--- config.mk ---
export PLATFORM = sky130hd
export DESIGN_NAME = rbd_ctrl
export DESIGN_NICKNAME = d
export VERILOG_FILES = /design/src/rtl/rbd_pkg.sv /design/src/rtl/rbd_ctrl.sv
export SDC_FILE = /design/constraint.sdc
export NUM_CORES = 1
export LEC_CHECK = 0
export BUFFER_PORTS_ARGS = -buffer_cell sky130_fd_sc_hd__buf_2
export CAP_MARGIN = 20
export CORE_ASPECT_RATIO = 1.25
export CORE_MARGIN = 8
export CORE_UTILIZATION = 45
export CTS_CLUSTER_SIZE = 20
export DETAILED_ROUTE_END_ITERATION = 16
export PLACE_DENSITY = 0.78
export REMOVE_ABC_BUFFERS = 1
export SYNTH_ARGS = -nofsm -noshare
export SYNTH_HDL_FRONTEND = slang
export SYNTH_SLANG_ARGS = --single-unit
--- constraint.sdc ---
create_clock -name clk_i -period 1.53 [get_ports clk_i]
set_input_delay 0.153 -clock clk_i [delete_from_list [all_inputs] [get_ports clk_i]]
set_output_delay 0.153 -clock clk_i [all_outputs]
set_load 0.05 [all_outputs]
--- src/rtl/rbd_pkg.sv ---
package rbd_pkg;

  localparam int MAX_SOURCE_DIM_C = 4096;
  localparam int MAX_TARGET_DIM_C = 1024;

  localparam int DIM_W      = 13;
  localparam int TGT_CFG_W  = 11;
  localparam int CFG_IDX_W  = 2;
  localparam int CFG_DATA_W = 13;

  localparam int CH_W       = 8;
  localparam int NUM_CH     = 4;
  localparam int SUM_W      = 32;
  localparam int CNT_W      = 25;
  localparam int POS_OUT_W  = 10;
  localparam int IN_DATA_W  = NUM_CH * CH_W;
  localparam int OUT_DATA_W = 56;
  localparam int PAD_W      = OUT_DATA_W - NUM_CH * CH_W - 2 * POS_OUT_W;

  localparam int STEP_W     = 4;
  localparam int AVG_STEPS  = 8;

  localparam logic [CFG_IDX_W-1:0] REG_SRC_WIDTH  = 2'd0;
  localparam logic [CFG_IDX_W-1:0] REG_SRC_HEIGHT = 2'd1;
  localparam logic [CFG_IDX_W-1:0] REG_TGT_WIDTH  = 2'd2;
  localparam logic [CFG_IDX_W-1:0] REG_TGT_HEIGHT = 2'd3;

  typedef struct packed {
    logic       init_start;
    logic       init_step;
    logic       restart;
    logic       take;
    logic       mem_rd;
    logic       mem_wr;
    logic [1:0] pair;
    logic       div_load;
    logic       div_step;
    logic       out_load;
    logic       advance;
  } cmd_t;

  typedef struct packed {
    logic [3:0] pair_ok;
    logic       emit;
    logic       out_free;
  } status_t;

endpackage

--- src/rtl/rbd_ctrl.sv ---
module rbd_ctrl import rbd_pkg::*; (
  input  logic    clk_i,
  input  logic    rst_ni,
  input  logic    cfg_we_i,
  input  logic    in_valid_i,
  input  status_t status_i,
  output cmd_t    cmd_o,
  output logic    in_ready_o
);

  localparam logic [3:0] S_START   = 4'd0;
  localparam logic [3:0] S_INIT    = 4'd1;
  localparam logic [3:0] S_RESTART = 4'd2;
  localparam logic [3:0] S_IDLE    = 4'd3;
  localparam logic [3:0] S_RD      = 4'd4;
  localparam logic [3:0] S_WR      = 4'd5;
  localparam logic [3:0] S_ADV     = 4'd6;
  localparam logic [3:0] S_AVG     = 4'd7;
  localparam logic [3:0] S_OUT     = 4'd8;

  logic [3:0]        state_q, state_d;
  logic [STEP_W-1:0] step_q, step_d;
  logic [1:0]        pair_q, pair_d;
  logic              more;
  logic [1:0]        next_pair;

  // Pick the next box touched by this word; the first box always exists.
  always_comb begin
    more      = 1'b0;
    next_pair = pair_q;
    case (pair_q)
      2'd0: begin
        if (status_i.pair_ok[1]) begin
          more      = 1'b1;
          next_pair = 2'd1;
        end else if (status_i.pair_ok[2]) begin
          more      = 1'b1;
          next_pair = 2'd2;
        end
      end
      2'd1: begin
        more      = status_i.pair_ok[2];
        next_pair = 2'd2;
      end
      2'd2: begin
        more      = status_i.pair_ok[3];
        next_pair = 2'd3;
      end
      default: more = 1'b0;
    endcase
  end

  always_comb begin
    cmd_o      = '0;
    cmd_o.pair = pair_q;
    in_ready_o = 1'b0;
    state_d    = state_q;
    step_d     = step_q;
    pair_d     = pair_q;
    case (state_q)
      S_START: begin
        cmd_o.init_start = 1'b1;
        step_d           = '0;
        state_d          = S_INIT;
      end
      S_INIT: begin
        cmd_o.init_step = 1'b1;
        step_d          = step_q + 1'b1;
        if (step_q == STEP_W'(DIM_W - 1)) state_d = S_RESTART;
      end
      S_RESTART: begin
        cmd_o.restart = 1'b1;
        state_d       = S_IDLE;
      end
      S_IDLE: begin
        in_ready_o = 1'b1;
        if (in_valid_i) begin
          cmd_o.take = 1'b1;
          pair_d     = 2'd0;
          state_d    = S_RD;
        end
      end
      S_RD: begin
        cmd_o.mem_rd = 1'b1;
        state_d      = S_WR;
      end
      S_WR: begin
        cmd_o.mem_wr   = 1'b1;
        cmd_o.div_load = pair_q == 2'd0;
        if (more) begin
          pair_d  = next_pair;
          state_d = S_RD;
        end else begin
          state_d = S_ADV;
        end
      end
      S_ADV: begin
        cmd_o.advance = 1'b1;
        step_d        = '0;
        state_d       = status_i.emit ? S_AVG : S_IDLE;
      end
      S_AVG: begin
        cmd_o.div_step = 1'b1;
        step_d         = step_q + 1'b1;
        if (step_q == STEP_W'(AVG_STEPS - 1)) state_d = S_OUT;
      end
      S_OUT: begin
        if (status_i.out_free) begin
          cmd_o.out_load = 1'b1;
          state_d        = S_IDLE;
        end
      end
      default: state_d = S_START;
    endcase
    if (cfg_we_i) state_d = S_START;
  end

  always_ff @(posedge clk_i or negedge rst_ni) begin
    if (!rst_ni) begin
      state_q <= S_START;
      step_q  <= '0;
      pair_q  <= '0;
    end else begin
      state_q <= state_d;
      step_q  <= step_d;
      pair_q  <= pair_d;
    end
  end

endmodule

==> results.txt <==
status: complete, but fails checks
failing checks: setup timing
gr ovfl total: 0
R2R cell count: 6
Core Area: 0.00174 mm^2
clk root buf: clkbuf_4
initial antenna violation count: 0
clk_skew: 0.00674 ns
GP Congestion: 0.912
CP max stage delay: 0.41 ns
Horiz. Die Dim: 54.3 um
Fillers: 65
drt via density: 6.04
Tmin final: 1.88 ns
worst vdd ir: 0.00102 V
drt pass-1 iters: 4
final setup vio count: 19
Ys Warns: 0
commonest cells after routing, fill and taps aside: 30 x buf_4, 19 x buf_6, 10 x buf_2
number of placed I/O pins: 23
vias in the first global route: 1078
ant diodes: 0
#FFs+latches synth: 10
hold crit path type: in2reg
Multi-input gate area: 698 um^2
IO Port Bufs: 21
final WL: 3950 um
Critical R2R Launch: pair_q[1]
capturing point of the worst reg2reg path: state_q[1]
DRC Markers: 0
first-pass GRT wire length: 4460 um
TritonCTS Buffers: 3
crit path launch type: flip-flop
LEAKAGE: 0.741 nW
fin worst setup slack: -0.345 ns
crit path to: state_q[1]
most common cell after layout, fill and taps aside: buf_4
crit path kind: reg2reg
CTS tree: done
Pwr Density: 1110 mW/mm^2
Area growth syn-to-layout: 91.5%
Post-Synthesis Cells: 96
Core Util, Final: 90.8%
Tot GR Track Use: 16.4%
EDFF count, synth: 0
antenna viol nets, final: 0
WL/cell: 22.2 um
slowest cell on the critical path: dfrtp_1
H-tree levels: 1
CP required: 1.68 ns
fin nets: 176
Tot Pwr: 1.75 mW
fmax: 533 MHz
CP arrival: 2.02 ns
RSZ-0062 raised after global routing: true
ratio of cells with drive above 1 in the final layout: 63.5%
HPWL after DPL: 1690 um
fin. max-slew vios: 0
largest fanout on the critical path: 4
Register Area: 255 um^2
Synth Flop Type: dfrtp_1
hold slack: 0.103 ns
sequential fraction of the synthesis area: 30.3%
Initial DRC Count: 39
Hold Fails Final Rpt: 0
Worst-path clk slew: 0.08 ns
largest net degree at the start of global routing: 11
maxcap violations: 0
Synth Cell Area: 827 um^2
Max clock buf depth: 2
Die Ht: 63.9 um
CP Capture Type: flip-flop
starting density of the core: 47.4%
die area: 0.00347 mm^2
r2r setup slk: -0.35 ns
worst skew pair latency: 0.27 ns
total number of vias: 1076
Sink Count: 10
Period Utilization, post-route: 123%
post-synth cell types: 38
worst slew pin tran: 0.436 ns
crit path cell chain: inv_1 > ha_1 > a22oi_2 > nor4bb_2 > nor3_1 > a2111oi_2
Mapped Avg Cell Area: 8.62 um^2
Relative slew margins: 70.7%
# rows: 17
pre-CTS WS: -0.202 ns
worst setup path start: pair_q[1]
Post-synth ARST share: 100%
==> synthesized netlist by cell type, types with 2 or more instances <==
| cell | instances | area (um^2) |
|---|---|---|
| a21oi_1 | 4 | 20.0 |
| a22o_1 | 2 | 17.5 |
| dfrtp_1 | 10 | 250 |
| ha_1 | 6 | 75.1 |
| inv_1 | 7 | 26.3 |
| mux2i_1 | 2 | 20.0 |
| nand2_1 | 9 | 33.8 |
| nand2b_1 | 7 | 43.8 |
| nor2_1 | 5 | 18.8 |
| nor2b_1 | 2 | 12.5 |
| nor3_1 | 6 | 30.0 |
| nor4_1 | 4 | 25.0 |
| nor4_2 | 2 | 25.0 |
| o21ai_0 | 6 | 30.0 |
==> critical path: cells and delay by family (launching register included) <==
kind,cells,cell delay (ns)
DFF,1,0.41
adders and majority gates,1,0.21
AOI/OAI and AO/OA,2,0.59
buffers and inverters,1,0.08
and+or+nand+nor,2,0.47
==> cell type report <==
class                           instances  share of cell area [%]
Multi-Input combinational cell         75                    44.1
Timing Repair Buffer                   63                    34.4
Sequential cell                        10                    16.1
Clock buffer                            4                    2.29
Inverter                                7                    1.66
Tap cell                               19                    1.50
==> worst min-delay path by stage <==
| stage | startpoint | end | slack, ns | cells past startpoint |
|---|---|---|---|---|
| 2_1_floorplan | rst_ni | pair_q[0] | -0.14 | 0 |
| 3_3_place_gp | rst_ni | step_q[2] | 0.02 | 1 |
| 3_5_place_dp | rst_ni | step_q[0] | 0.02 | 1 |
| 4_1_cts | cfg_we_i | state_q[2] | 0.08 | 2 |
| 5_1_grt | cfg_we_i | state_q[2] | 0.09 | 2 |
| 6_report | cfg_we_i | state_q[2] | 0.10 | 2 |
==> flip-flops by register name, summed over array words and instances, names as in the netlist <==
name and count:
step_q 4, pair_q 2, state_q 4
==> per-stage QoR <==
stage               TNS [ns]  instance area [um^2]  instances
global placement      -0.574                  1090        153
floorplan              -5.04                   800         92
CTS                    -1.44                  1360        171
finish                 -2.72                  1580        178
global route           -3.62                  1580        178
detailed placement    -0.882                  1090        153
==> power by group <==
| part | internal [mW] | switching [mW] |
|---|---|---|
| Sequential | 0.321 | 0.0819 |
| Clock | 0.145 | 0.104 |
| Combinational | 0.494 | 0.608 |
==> kinds of logic (layout without fill, tap and decap cells) <==
group | count (synthesis) | in the layout | share of synthesized area (%)
xor+xnor | 1 | 1 | 1.06
compound gates | 18 | 18 | 15.0
fa+ha+maj | 6 | 6 | 9.08
flops | 10 | 10 | 30.3
buf+inv | 11 | 74 | 6.51
simple gates | 48 | 48 | 35.7
mux | 2 | 2 | 2.42
==> routing by layer <==
layer	part of all wire, %	vias to the layer above	routed length (um)	track usage, %
li1	-	468	-	-
met1	35	514	1400	16.6
met2	52	68	2060	28.2
met3	6.0	26	236	3.47
met4	6.4	0	252	11.1
met5	0	-	0	0
==> timing repair <==
action / 4_1_cts / 5_1_grt
hold buffers: 1 / 0
hold endpoints to repair: 10 / 0
setup buffers: 13 / 8
gates resized for setup: 36 / 40
endpoints found under the setup margin: 17 / 17
pin swaps: 4 / 9
(Power assumes the default switching activity.)
